**src/hw/rtl/fis_pkg.sv**
```systemverilog
// ----------------------------------------------------------------------------
// fis_pkg: fractal iteration step shared definitions
// Word format, formula and class codes, queue item layout and the saturating
// fixed-point helpers used by the front, the queue and the back pipeline.
// ----------------------------------------------------------------------------
package fis_pkg;

   localparam int WORD_WIDTH  = 32;
   localparam int FRAC_BITS   = 28;
   localparam int PROD_WIDTH  = 2 * WORD_WIDTH;
   localparam int DIV_LAT     = WORD_WIDTH + 2;
   localparam int QUEUE_DEPTH = 4;
   localparam int QUEUE_AW    = $clog2(QUEUE_DEPTH);
   localparam int CSR_ADDR_WIDTH = 3;
   localparam int CSR_DATA_WIDTH = 32;

   typedef logic signed [WORD_WIDTH-1:0] word_type;
   typedef logic signed [PROD_WIDTH-1:0] prod_type;

   localparam word_type WORD_MAX = {1'b0, {(WORD_WIDTH-1){1'b1}}};
   localparam word_type WORD_MIN = {1'b1, {(WORD_WIDTH-1){1'b0}}};
   localparam prod_type PROD_WMAX = {{(WORD_WIDTH+1){1'b0}}, {(WORD_WIDTH-1){1'b1}}};
   localparam prod_type PROD_WMIN = {{(WORD_WIDTH+1){1'b1}}, {(WORD_WIDTH-1){1'b0}}};

   localparam word_type OFFSET_RESET = word_type'(-32'sd376119681);

   // formula modes that differ from the plain quadratic
   localparam logic [2:0] FUNC_SHIP  = 3'd2;
   localparam logic [2:0] FUNC_CDIV  = 3'd3;
   localparam logic [2:0] FUNC_CUBIC = 3'd4;

   // item class seen by the back pipeline
   localparam logic [1:0] CLS_QUAD  = 2'd0;
   localparam logic [1:0] CLS_CUBIC = 2'd1;
   localparam logic [1:0] CLS_CDIV  = 2'd2;

   localparam logic CSR_IDX_OFFSET = 1'b0;

   typedef struct packed {
      logic [1:0] cls;
      logic       ovf;
      word_type   z_re;
      word_type   z_im;
      word_type   c_re;
      word_type   c_im;
      word_type   k;
   } queue_entry_type;

   typedef struct packed {
      logic     ovf;
      word_type val;
   } sat_type;

   function automatic sat_type mul_fin(prod_type p);
      prod_type sh;
      sat_type  r;
      sh = p >>> FRAC_BITS;
      if (sh > PROD_WMAX) begin
         r.ovf = 1'b1;
         r.val = WORD_MAX;
      end else if (sh < PROD_WMIN) begin
         r.ovf = 1'b1;
         r.val = WORD_MIN;
      end else begin
         r.ovf = 1'b0;
         r.val = sh[WORD_WIDTH-1:0];
      end
      return r;
   endfunction

   function automatic sat_type sat_add(word_type a, word_type b);
      logic signed [WORD_WIDTH:0] s;
      sat_type r;
      s = {a[WORD_WIDTH-1], a} + {b[WORD_WIDTH-1], b};
      r.ovf = s[WORD_WIDTH] != s[WORD_WIDTH-1];
      r.val = r.ovf ? (s[WORD_WIDTH] ? WORD_MIN : WORD_MAX) : s[WORD_WIDTH-1:0];
      return r;
   endfunction

   function automatic sat_type sat_sub(word_type a, word_type b);
      logic signed [WORD_WIDTH:0] s;
      sat_type r;
      s = {a[WORD_WIDTH-1], a} - {b[WORD_WIDTH-1], b};
      r.ovf = s[WORD_WIDTH] != s[WORD_WIDTH-1];
      r.val = r.ovf ? (s[WORD_WIDTH] ? WORD_MIN : WORD_MAX) : s[WORD_WIDTH-1:0];
      return r;
   endfunction

endpackage

```
**src/hw/rtl/fis_req_if.sv**
```systemverilog
// ----------------------------------------------------------------------------
// fis_req_if: request channel
// Valid/ready channel carrying one iteration item.
// ----------------------------------------------------------------------------
interface fis_req_if;
   import fis_pkg::*;

   logic       valid;
   logic       ready;
   logic [2:0] func;
   word_type   z_re;
   word_type   z_im;
   word_type   c_re;
   word_type   c_im;

   modport source (output valid, func, z_re, z_im, c_re, c_im, input ready);
   modport sink (input valid, func, z_re, z_im, c_re, c_im, output ready);

endinterface

```
**src/hw/rtl/fis_front.sv**
```systemverilog
// ----------------------------------------------------------------------------
// fis_front: request front end
// Accepts items, sorts them by formula class and folds burning ship into
// the quadratic path by taking absolute values of z.
// ----------------------------------------------------------------------------
module fis_front (
   fis_req_if.sink                req_ch,
   input  fis_pkg::word_type      cubic_offset,
   input  logic                   q_full,
   output logic                   q_push,
   output fis_pkg::queue_entry_type q_entry
);
   import fis_pkg::*;

   logic ovf_re;
   logic ovf_im;

   assign req_ch.ready = !q_full;
   assign q_push       = req_ch.valid && !q_full;

   always_comb begin
      q_entry.c_re = req_ch.c_re;
      q_entry.c_im = req_ch.c_im;
      q_entry.k    = cubic_offset;
      q_entry.z_re = req_ch.z_re;
      q_entry.z_im = req_ch.z_im;
      ovf_re       = 1'b0;
      ovf_im       = 1'b0;
      case (req_ch.func)
         FUNC_CDIV:  q_entry.cls = CLS_CDIV;
         FUNC_CUBIC: q_entry.cls = CLS_CUBIC;
         default:    q_entry.cls = CLS_QUAD;
      endcase
      if (req_ch.func == FUNC_SHIP) begin
         if (req_ch.z_re == WORD_MIN) begin
            ovf_re       = 1'b1;
            q_entry.z_re = WORD_MAX;
         end else if (req_ch.z_re < 0) begin
            q_entry.z_re = -req_ch.z_re;
         end
         if (req_ch.z_im == WORD_MIN) begin
            ovf_im       = 1'b1;
            q_entry.z_im = WORD_MAX;
         end else if (req_ch.z_im < 0) begin
            q_entry.z_im = -req_ch.z_im;
         end
      end
      q_entry.ovf = ovf_re | ovf_im;
   end

endmodule

```
**src/flat_wrapper.sv**
```systemverilog
// flat-port wrapper written by rule: the top's interface ports become plain ports
module fis_front_flat import fis_pkg::*;
  (cubic_offset, q_full, q_push, q_entry, req_ch_valid, req_ch_func, req_ch_z_re, req_ch_z_im, req_ch_c_re, req_ch_c_im, req_ch_ready);
  fis_req_if req_ch_i ();
  input  fis_pkg::word_type cubic_offset;
  input  logic q_full;
  output logic q_push;
  output fis_pkg::queue_entry_type q_entry;
  input wire logic [$bits(req_ch_i.valid)-1:0] req_ch_valid;
  input wire logic [$bits(req_ch_i.func)-1:0] req_ch_func;
  input wire logic [$bits(req_ch_i.z_re)-1:0] req_ch_z_re;
  input wire logic [$bits(req_ch_i.z_im)-1:0] req_ch_z_im;
  input wire logic [$bits(req_ch_i.c_re)-1:0] req_ch_c_re;
  input wire logic [$bits(req_ch_i.c_im)-1:0] req_ch_c_im;
  output wire logic [$bits(req_ch_i.ready)-1:0] req_ch_ready;
  assign req_ch_i.valid = req_ch_valid;
  assign req_ch_i.func = req_ch_func;
  assign req_ch_i.z_re = req_ch_z_re;
  assign req_ch_i.z_im = req_ch_z_im;
  assign req_ch_i.c_re = req_ch_c_re;
  assign req_ch_i.c_im = req_ch_c_im;
  assign req_ch_ready = req_ch_i.ready;
  fis_front u_core (.req_ch(req_ch_i), .cubic_offset(cubic_offset), .q_full(q_full), .q_push(q_push), .q_entry(q_entry));
endmodule
```
**config.mk**
```make
export PLATFORM = sky130hd
export DESIGN_NAME = fis_front_flat
export DESIGN_NICKNAME = d
export VERILOG_FILES = /design/src/hw/rtl/fis_pkg.sv /design/src/hw/rtl/fis_req_if.sv /design/src/hw/rtl/fis_front.sv /design/src/flat_wrapper.sv
export SDC_FILE = /design/constraint.sdc
export NUM_CORES = 1
export LEC_CHECK = 0
export BUFFER_PORTS_ARGS = -buffer_cell sky130_fd_sc_hd__buf_2
export CORE_AREA = 5 5 124 126
export DETAILED_ROUTE_END_ITERATION = 7
export DIE_AREA = 0 0 129 131
export PLACE_DENSITY = 0.59
export SLEW_MARGIN = 20
export SYNTH_ARGS = -nofsm -noshare
export SYNTH_HDL_FRONTEND = slang
export SYNTH_SLANG_ARGS = --single-unit
```
**constraint.sdc**
```tcl
create_clock -name vclk -period 3.2
set_input_delay 0.64 -clock vclk [all_inputs]
set_output_delay 0.64 -clock vclk [all_outputs]
set_load 0.01 [all_outputs]
```
==> results.md <==
* Post-CTS Hold Buffers at 0
* Final Hold Fails at 0
* Mapped Area at 2698 um2
* Tot GR Track Use at 10.64%
* Clock Buffer Count at 0
* Routed vias/inst at 4.677
* Row count at 44
* Remaining DRCs at 0
* Antenna violations before repair at 0
* IO Pins at 330
* Die Y at 131 um
* HPWL Detailed at 8487 um
* Static leakage power at 0.001497 uW
* Syn Nets at 570
* Synthesis Warnings at 0
* Worst setup path category: input port to output pin
* Final Setup Violations at 1
* Iter 0 DRT Violations at between 100 and 150
* # diodes at 0
* Synth cell count leaders: buf_4, nand2_1, nor2_1, a21oi_1
* Most common cell in the netlist: buf_4
* Critical Path RT at 2.56 ns
* Failing checks: setup timing
* Via count at 3096
* Status: finished with violations
* CP Data Arrival Time at 2.57 ns
* RSZ-0062 raised after global routing: true
* Placed Cells at 653
* Hold crit path type: input port to output pin
* Final ANT Viol Nets at 0
* Tmin final at 3.206 ns
* Pin count of the biggest net entering global routing at 19
* Unique masters post-synth at between 50 and 60
* Fin crit share at 100.2%
* Sequential-to-total area share from yosys stat at 0%
* Area leader, netlist: buf_4
* 1st-pass router iterations at 4
* Final WS setup at -0.005960 ns
* Least-Margin Pin Slew at between 0.5 and 0.6 ns
* Peak Freq at 311.9 MHz
* # fillers at about 1700
* Vias in the first global route at between 2000 and 3000
* Routed WL at a little over 10000 um
* Pwr dens at 102.8 nW/um2
* IO Port Bufs at 138
* Worst setup SP type: input port
* Synth top area cells: buf_4, nand2_1, xnor2_1
* Fin Hold WS at 1.280 ns
* Die area at 16900 um2
* Grt ovf at 0
* Gate Count Post-Synth at 403
* CP endpoint kind: output pin
* Core footprint at 14200 um2
* Share of layout cells above drive strength 1 at a little under half
* Yosys top cell area share at a little over a quarter
* Starting Density at between 10% and 20%
* Total Power at 343.4 uW
* # nets final at 647
* Peak VDD IR at 0.04203 mV
* CP Max Fanout at 4
* FF+latch count at 0
* Slew Limit Fails at 0
* Routability cong. at 0.8515
* Register Area at 0 um2
* Non-filler cells, final at 662
* Layout area overhead at 23.84%
* First-pass GRT wire length at 14900 um
* Slew HR at 61.23%
* Horiz. Die Dim at roughly 130 um
* Syn_area_per_cell at 6.694 um2
* DR WL/cell at 15.46 um
* Number of max-cap violations at 0
-- layout by cell type (no fill, tap or decap), types with 2 or more instances in the layout --
master / instances
buf_2: 129
nand2_1: 48
buf_4: 46
nor2_1: 27
a21oi_1: 21
xnor2_1: 17
xor2_1: 17
nor3_1: 16
nor4_1: 11
o21ai_0: 11
or3_1: 11
a31oi_1: 10
inv_1: 8
nand3_1: 8
buf_6: 8
or4_1: 6
nor4_4: 6
mux2i_1: 6
o31ai_1: 6
nor4_2: 5
o41ai_1: 4
or4_4: 3
nand2_2: 3
nand2b_1: 3
nor3b_2: 2
or3_4: 2
a21oi_2: 2
o21ba_1: 2
a211oi_1: 2
or3b_1: 2
nor3_2: 2
nand3_4: 2
o211ai_1: 2
nand4_1: 2
o21a_1: 2
o21ai_1: 2
and3_1: 2
ha_1: 2
-- metrics by stage --
step / setup TNS [ns] / setup WS, ns / util [%] / instance area (um2)
after floorplan: 0 / 0.2600 / - / 2698
after global placement: -0.05686 / -0.05686 / 22.08 / 3136
after detailed placement: -0.2481 / -0.08114 / 22.08 / 3136
after CTS: -0.03247 / -0.03247 / 22.30 / 3168
after global routing: -0.6777 / -0.08475 / 23.52 / 3341
final: -0.005960 / -0.005960 / 23.52 / 3341
-- worst paths after layout --
kind | from | depth (start not counted) | slack (ns) | end
hold / removal | cubic_offset[20] | 0 | 1.28 | q_entry[20]
setup / recovery | req_ch_z_re[5] | 8 | -0.006 | q_entry[156]
-- cell type report --
class              instances  area [um2]  share of cell area (%)
multi-input cells        286        1984                   59.40
inverters                  8       30.03                  0.8989
repair buffers           184        1096                   32.81
well taps                184       230.2                   6.891
-- critical path, stage by stage --
cell	delay, ns
buf_8	0.10
or3_4	0.40
or4_4	0.57
nor4_4	0.26
buf_4	0.19
a31oi_1	0.09
o21ba_1	0.21
buf_6	0.12
-- layer usage --
layer	share of wire, %	vias up	GRT usage [%]
li1	-	1501	-
met1	40	1412	13.05
met2	48	161	18.05
met3	11	22	4.024
met4	2.0	0	1.791
met5	0	-	0
-- repair_timing --
item,in CTS,in global routing
cloned,1,0
pin swaps,1,9
setup buffers,2,6
gates resized for setup,1,29
setup endpoints to repair,15,29
-- logic make-up (layout without fill, tap and decap cells) --
family                     count (synthesis)  after routing  synth area share, %
buffers and inverters                    118            192                30.38
xor gates and xnor gates                  34             34                11.04
AOI/OAI and AO/OA                         70             70                16.33
adders and majority gates                  2              2               0.9275
and+or+nand+nor                          172            173                38.68
muxes                                      7              7                2.644
-- report_power, final --
part	internal (uW)	switching, uW	total, uW
Combinational	155	188	343
Clock	0	0	0
Sequential	0	0	0
Total	155	188	343
Note: power is estimated with default switching activity, not from simulation.
