File: config.mk
export PLATFORM = sky130hd
export DESIGN_NAME = fis_queue
export DESIGN_NICKNAME = d
export VERILOG_FILES = /design/src/hw/rtl/fis_pkg.sv /design/src/hw/rtl/fis_queue.sv
export SDC_FILE = /design/constraint.sdc
export NUM_CORES = 1
export LEC_CHECK = 0
export BUFFER_PORTS_ARGS = -buffer_cell sky130_fd_sc_hd__buf_4
export CAP_MARGIN = 20
export CORE_MARGIN = 2
export CORE_UTILIZATION = 40
export CTS_CLUSTER_SIZE = 40
export DETAILED_ROUTE_END_ITERATION = 7
export PLACE_DENSITY = 0.69
export REMOVE_ABC_BUFFERS = 1
export SLEW_MARGIN = 20
export SYNTH_ARGS = -nofsm -noshare
export SYNTH_HDL_FRONTEND = slang
export SYNTH_SLANG_ARGS = --single-unit
File: constraint.sdc
create_clock -name clock -period 5 [get_ports clock]
set_clock_uncertainty 0.15 [all_clocks]
set_input_delay 1 -clock clock [delete_from_list [all_inputs] [get_ports clock]]
set_output_delay 1 -clock clock [all_outputs]
set_load 0.05 [all_outputs]
File: src/hw/rtl/fis_pkg.sv
// ----------------------------------------------------------------------------
// fis_pkg: fractal iteration step shared definitions
// Word format, formula and class codes, queue item layout and the saturating
// fixed-point helpers used by the front, the queue and the back pipeline.
// ----------------------------------------------------------------------------
package fis_pkg;

   localparam int WORD_WIDTH  = 32;
   localparam int FRAC_BITS   = 28;
   localparam int PROD_WIDTH  = 2 * WORD_WIDTH;
   localparam int DIV_LAT     = WORD_WIDTH + 2;
   localparam int QUEUE_DEPTH = 4;
   localparam int QUEUE_AW    = $clog2(QUEUE_DEPTH);
   localparam int CSR_ADDR_WIDTH = 3;
   localparam int CSR_DATA_WIDTH = 32;

   typedef logic signed [WORD_WIDTH-1:0] word_type;
   typedef logic signed [PROD_WIDTH-1:0] prod_type;

   localparam word_type WORD_MAX = {1'b0, {(WORD_WIDTH-1){1'b1}}};
   localparam word_type WORD_MIN = {1'b1, {(WORD_WIDTH-1){1'b0}}};
   localparam prod_type PROD_WMAX = {{(WORD_WIDTH+1){1'b0}}, {(WORD_WIDTH-1){1'b1}}};
   localparam prod_type PROD_WMIN = {{(WORD_WIDTH+1){1'b1}}, {(WORD_WIDTH-1){1'b0}}};

   localparam word_type OFFSET_RESET = word_type'(-32'sd376119681);

   // formula modes that differ from the plain quadratic
   localparam logic [2:0] FUNC_SHIP  = 3'd2;
   localparam logic [2:0] FUNC_CDIV  = 3'd3;
   localparam logic [2:0] FUNC_CUBIC = 3'd4;

   // item class seen by the back pipeline
   localparam logic [1:0] CLS_QUAD  = 2'd0;
   localparam logic [1:0] CLS_CUBIC = 2'd1;
   localparam logic [1:0] CLS_CDIV  = 2'd2;

   localparam logic CSR_IDX_OFFSET = 1'b0;

   typedef struct packed {
      logic [1:0] cls;
      logic       ovf;
      word_type   z_re;
      word_type   z_im;
      word_type   c_re;
      word_type   c_im;
      word_type   k;
   } queue_entry_type;

   typedef struct packed {
      logic     ovf;
      word_type val;
   } sat_type;

   function automatic sat_type mul_fin(prod_type p);
      prod_type sh;
      sat_type  r;
      sh = p >>> FRAC_BITS;
      if (sh > PROD_WMAX) begin
         r.ovf = 1'b1;
         r.val = WORD_MAX;
      end else if (sh < PROD_WMIN) begin
         r.ovf = 1'b1;
         r.val = WORD_MIN;
      end else begin
         r.ovf = 1'b0;
         r.val = sh[WORD_WIDTH-1:0];
      end
      return r;
   endfunction

   function automatic sat_type sat_add(word_type a, word_type b);
      logic signed [WORD_WIDTH:0] s;
      sat_type r;
      s = {a[WORD_WIDTH-1], a} + {b[WORD_WIDTH-1], b};
      r.ovf = s[WORD_WIDTH] != s[WORD_WIDTH-1];
      r.val = r.ovf ? (s[WORD_WIDTH] ? WORD_MIN : WORD_MAX) : s[WORD_WIDTH-1:0];
      return r;
   endfunction

   function automatic sat_type sat_sub(word_type a, word_type b);
      logic signed [WORD_WIDTH:0] s;
      sat_type r;
      s = {a[WORD_WIDTH-1], a} - {b[WORD_WIDTH-1], b};
      r.ovf = s[WORD_WIDTH] != s[WORD_WIDTH-1];
      r.val = r.ovf ? (s[WORD_WIDTH] ? WORD_MIN : WORD_MAX) : s[WORD_WIDTH-1:0];
      return r;
   endfunction

endpackage

File: src/hw/rtl/fis_queue.sv
// ----------------------------------------------------------------------------
// fis_queue: front to back item queue
// Short FIFO that lets the front and the back pipeline stall separately.
// ----------------------------------------------------------------------------
module fis_queue (
   input  logic                     clock,
   input  logic                     reset,
   input  logic                     push,
   input  fis_pkg::queue_entry_type wr_entry,
   output logic                     full,
   input  logic                     pop,
   output fis_pkg::queue_entry_type rd_entry,
   output logic                     empty
);
   import fis_pkg::*;

   queue_entry_type          slot_ff [QUEUE_DEPTH];
   logic [QUEUE_AW-1:0]      wr_ptr_ff, wr_ptr_in;
   logic [QUEUE_AW-1:0]      rd_ptr_ff, rd_ptr_in;
   logic [QUEUE_AW:0]        count_ff, count_in;

   assign full     = count_ff == (QUEUE_AW+1)'(QUEUE_DEPTH);
   assign empty    = count_ff == '0;
   assign rd_entry = slot_ff[rd_ptr_ff];

   always_comb begin
      wr_ptr_in = push ? wr_ptr_ff + 1'b1 : wr_ptr_ff;
      rd_ptr_in = pop ? rd_ptr_ff + 1'b1 : rd_ptr_ff;
      count_in  = count_ff;
      if (push && !pop) begin
         count_in = count_ff + 1'b1;
      end else if (pop && !push) begin
         count_in = count_ff - 1'b1;
      end
   end

   always_ff @(posedge clock) begin
      if (reset) begin
         wr_ptr_ff <= '0;
         rd_ptr_ff <= '0;
         count_ff  <= '0;
      end else begin
         wr_ptr_ff <= wr_ptr_in;
         rd_ptr_ff <= rd_ptr_in;
         count_ff  <= count_in;
      end
   end

   always_ff @(posedge clock) begin
      if (push) begin
         slot_ff[wr_ptr_ff] <= wr_entry;
      end
   end

   a_no_overrun: assert property (@(posedge clock) disable iff (reset) push |-> !full)
      else $error("item pushed into full queue");
   a_no_underrun: assert property (@(posedge clock) disable iff (reset) pop |-> !empty)
      else $error("item popped from empty queue");
   a_count_track: assert property (@(posedge clock) disable iff (reset)
      (push && !pop) |=> count_ff == $past(count_ff) + 1'b1)
      else $error("queue fill count lost an item");

endmodule

==> results.ini <==
[worst_setup_path]
critical_path_peak_fanout = 34
timing.critical_path.to_type = primary output
r2r-start = wr_ptr_ff[0]$_SDFFE_PP0P_
cp.required_ps = 3850
ff2ff_setup_slack_ps = 2800
r2r_depth = 3
startpoint_type = register
reg2reg_to = slot_ff[3][56]$_DFFE_PP_
cp.arrival_ps = 2650
timing.setup.critical_path_class = register to primary output

[floorplan]
std_cell_rows = 89
initial_cell_density_of_the_core_pct = 40.5
die_y_um = 248
ios = 332
design.die.area_sq_mm = 0.0617
die_w_um = 248
core_area_sq_mm = 0.0590

[detailed_routing]
via_per_inst = 5.11
wire_per_inst_um = 22.5
drt_first_pass_iters = 5
drt-total-wl_mm = 47.4
drc = 0
dr.first_iter.drc_count = 722
detailroute.via_count = 10800
ant_nets = 0

[sta]
timing.max_slew.rel_slack_pct = 46.0
worst-slew-pin-transition_ps = 810
fmax_mhz = 263
totalNegativeSetupSlack_ps = 0
rsz0062_at_grt = false
layout_worst_path_cycle_share_pct = 75.9
layout_setup_ws_ps = 1200
finalCriticalPeriod_ps = 3800
drv_slew = 0
setup_viol = 0
timing_hold_violations_final = 0

[place]
placement.setup.worst_slack_ps = 1710
place.gp.congestion = 0.703
dp_hpwl_mm = 28.4
port_buffer_count = 331
placed_cells_incl_taps = 1988
placedInstanceArea_sq_mm = 0.0275

[logic_synthesis]
post_synth_instance_area_sq_mm = 0.0239
ys_seq_elements = 661
synth_sequential_area_ratio_pct = 82.6
synthArstFlopShare_pct = 0
synth-edff-count = 652
synthTopCellsByArea = sky130_fd_sc_hd__edfxtp_1, sky130_fd_sc_hd__mux4_2, sky130_fd_sc_hd__dfxtp_1, sky130_fd_sc_hd__buf_6, sky130_fd_sc_hd__buf_2
synthesis.instances = 895
synth_area_per_cell_sq_um = 26.7
yosys.area.top_type = sky130_fd_sc_hd__edfxtp_1
post_synth_most_frequent_cells = sky130_fd_sc_hd__edfxtp_1, sky130_fd_sc_hd__mux4_2, sky130_fd_sc_hd__buf_2
yosys_most_used_dff = sky130_fd_sc_hd__edfxtp_1
netlist-cell-type-count = 22
synth.top_cell.area_share_pct = 81.9
yosys_warnings = 0
most_frequently_used_cell_type_in_the_post_synthesis_netlist = sky130_fd_sc_hd__edfxtp_1

[grt]
global_route.peak_usage_layer = met2
antenna_found_initial = 3
grt_remaining_overflow = 0
globalRouteMet3Util_pct = 5.36
grt_start_max_net_pins = 98
grt_first_pass_wirelength_mm = 71.7
grt.met1_usage_pct = 19.3
global_route.usage.met2_pct = 25.4
number_of_global_route_vias_before_repair = 11700
global_route.usage.total_pct = 15.4

[clock_network]
post_cts_sizing = 0
cts_max_level = 3
tritoncts.num_buffers = 69
clock_insertion_delay_worst_skew_ps = 580
clk_pin_slew_ps = 60
clock-sinks = 661
hold_fix_buffers_cts = 0
clock_tree_from_tritoncts = yes
cts_post_setup_buffers_inserted = 0
cts.root.buffer_cell = sky130_fd_sc_hd__clkbuf_16
cts_buffer_depth = 3

[pwr]
ir_drop_v = 0.000312
total_leakage_power_nw = 9.88
power.density_mw_per_mm2 = 444

[min_path]
min_delay_worst_endpoint = count_ff[2]$_SDFFE_PP0P_
hold_class = register to register
min_delay_path_depth = 2
hold_path_startpoint = count_ff[2]$_SDFFE_PP0P_

[layout]
num_antenna_cells = 0
share_of_cells_above_drive_strength_1_pct = 46.1
stdcell_count = 2110
area.growth.synth_to_final_pct = 23.8
net_total_in_the_final_layout = 1459
final_core_util_pct = 50.2
final_cell_area_sq_mm = 0.0296

[outcome]
run_status = finished clean

[job]
drv.max_cap_violation_count = 0

## state kept, by name, summed over array words and instances, names as in the netlist, named ones only
name / cells
wr_ptr_ff: 2
count_ff: 3
rd_ptr_ff: 2
slot_ff: 652
## report_power, final
group          internal [mW]  switching (mW)
Sequential              6.37          0.0804
Clock                   2.74            1.98
Combinational          0.691            1.27
Total                   9.81            3.33
## stage by stage
stage	hold WS, ps	power, mW
after floorplan	310	7.93
after global placement	325	8.53
after detailed placement	346	8.56
after CTS	355	13.3
after global routing	394	13.6
final	355	13.1
## metal layers
metal  up-vias  wire (um)
met5         -         44
met3        97       3430
met2       338      24100
met1      5671      18800
li1       4664          -
met4         6       1140
## cell usage in the layout (no fill, tap or decap)
master,count
sky130_fd_sc_hd__a21oi_1,1
sky130_fd_sc_hd__fa_1,1
sky130_fd_sc_hd__mux4_2,163
sky130_fd_sc_hd__bufinv_16,2
sky130_fd_sc_hd__dfxtp_4,2
sky130_fd_sc_hd__nand2_1,1
sky130_fd_sc_hd__buf_12,14
sky130_fd_sc_hd__clkinv_8,1
sky130_fd_sc_hd__clkinv_2,9
sky130_fd_sc_hd__dfxtp_1,7
sky130_fd_sc_hd__clkinv_4,1
sky130_fd_sc_hd__buf_4,343
sky130_fd_sc_hd__or3_1,1
sky130_fd_sc_hd__clkbuf_1,17
sky130_fd_sc_hd__and2_4,4
sky130_fd_sc_hd__xnor2_1,2
sky130_fd_sc_hd__clkbuf_16,72
sky130_fd_sc_hd__inv_6,4
sky130_fd_sc_hd__clkinv_1,14
sky130_fd_sc_hd__ha_1,5
sky130_fd_sc_hd__xor2_1,3
sky130_fd_sc_hd__edfxtp_1,652
sky130_fd_sc_hd__nor3b_1,1
sky130_fd_sc_hd__nor3_1,1
sky130_fd_sc_hd__clkinvlp_4,2
sky130_fd_sc_hd__mux2i_1,2
sky130_fd_sc_hd__o21ai_0,1
sky130_fd_sc_hd__inv_1,4
sky130_fd_sc_hd__nor2_1,7
## worst max-delay path by stage
stage	startpoint	end	slack, ps	cells past startpoint
finish	register	rd_entry[54]	1200	3
global route	register	rd_entry[54]	990	3
detailed placement	register	rd_entry[54]	1710	3
CTS	register	rd_entry[54]	1050	3
floorplan	register	rd_entry[0]	-3840	1
global placement	register	rd_entry[54]	1730	3
## cells by family after synthesis
family | after synthesis | share of synthesized area (%)
buffers and inverters | 41 | 1.05
and+or+nand+nor | 15 | 0.309
muxes | 165 | 15.4
xor gates and xnor gates | 5 | 0.183
DFF | 661 | 82.6
AOI/OAI and AO/OA | 2 | 0.0418
adders and majority gates | 6 | 0.345
## layout make-up
| class | count | area [sq um] |
|---|---|---|
| Inverter | 4 | 15.0 |
| Tap cell | 773 | 967 |
| Clock buffer | 89 | 1870 |
| Clock inverter | 33 | 233 |
| Fill cell | 4640 | 29400 |
| Timing Repair Buffer | 357 | 2860 |
| Sequential cell | 661 | 19800 |
| Multi-Input combinational cell | 193 | 3910 |
## critical path, cell delays in order, from the launching register on
cell                      delay [ps]
sky130_fd_sc_hd__dfxtp_4         850
sky130_fd_sc_hd__buf_12          360
sky130_fd_sc_hd__mux4_2          580
sky130_fd_sc_hd__buf_4           210
(Power assumes the default switching activity.)
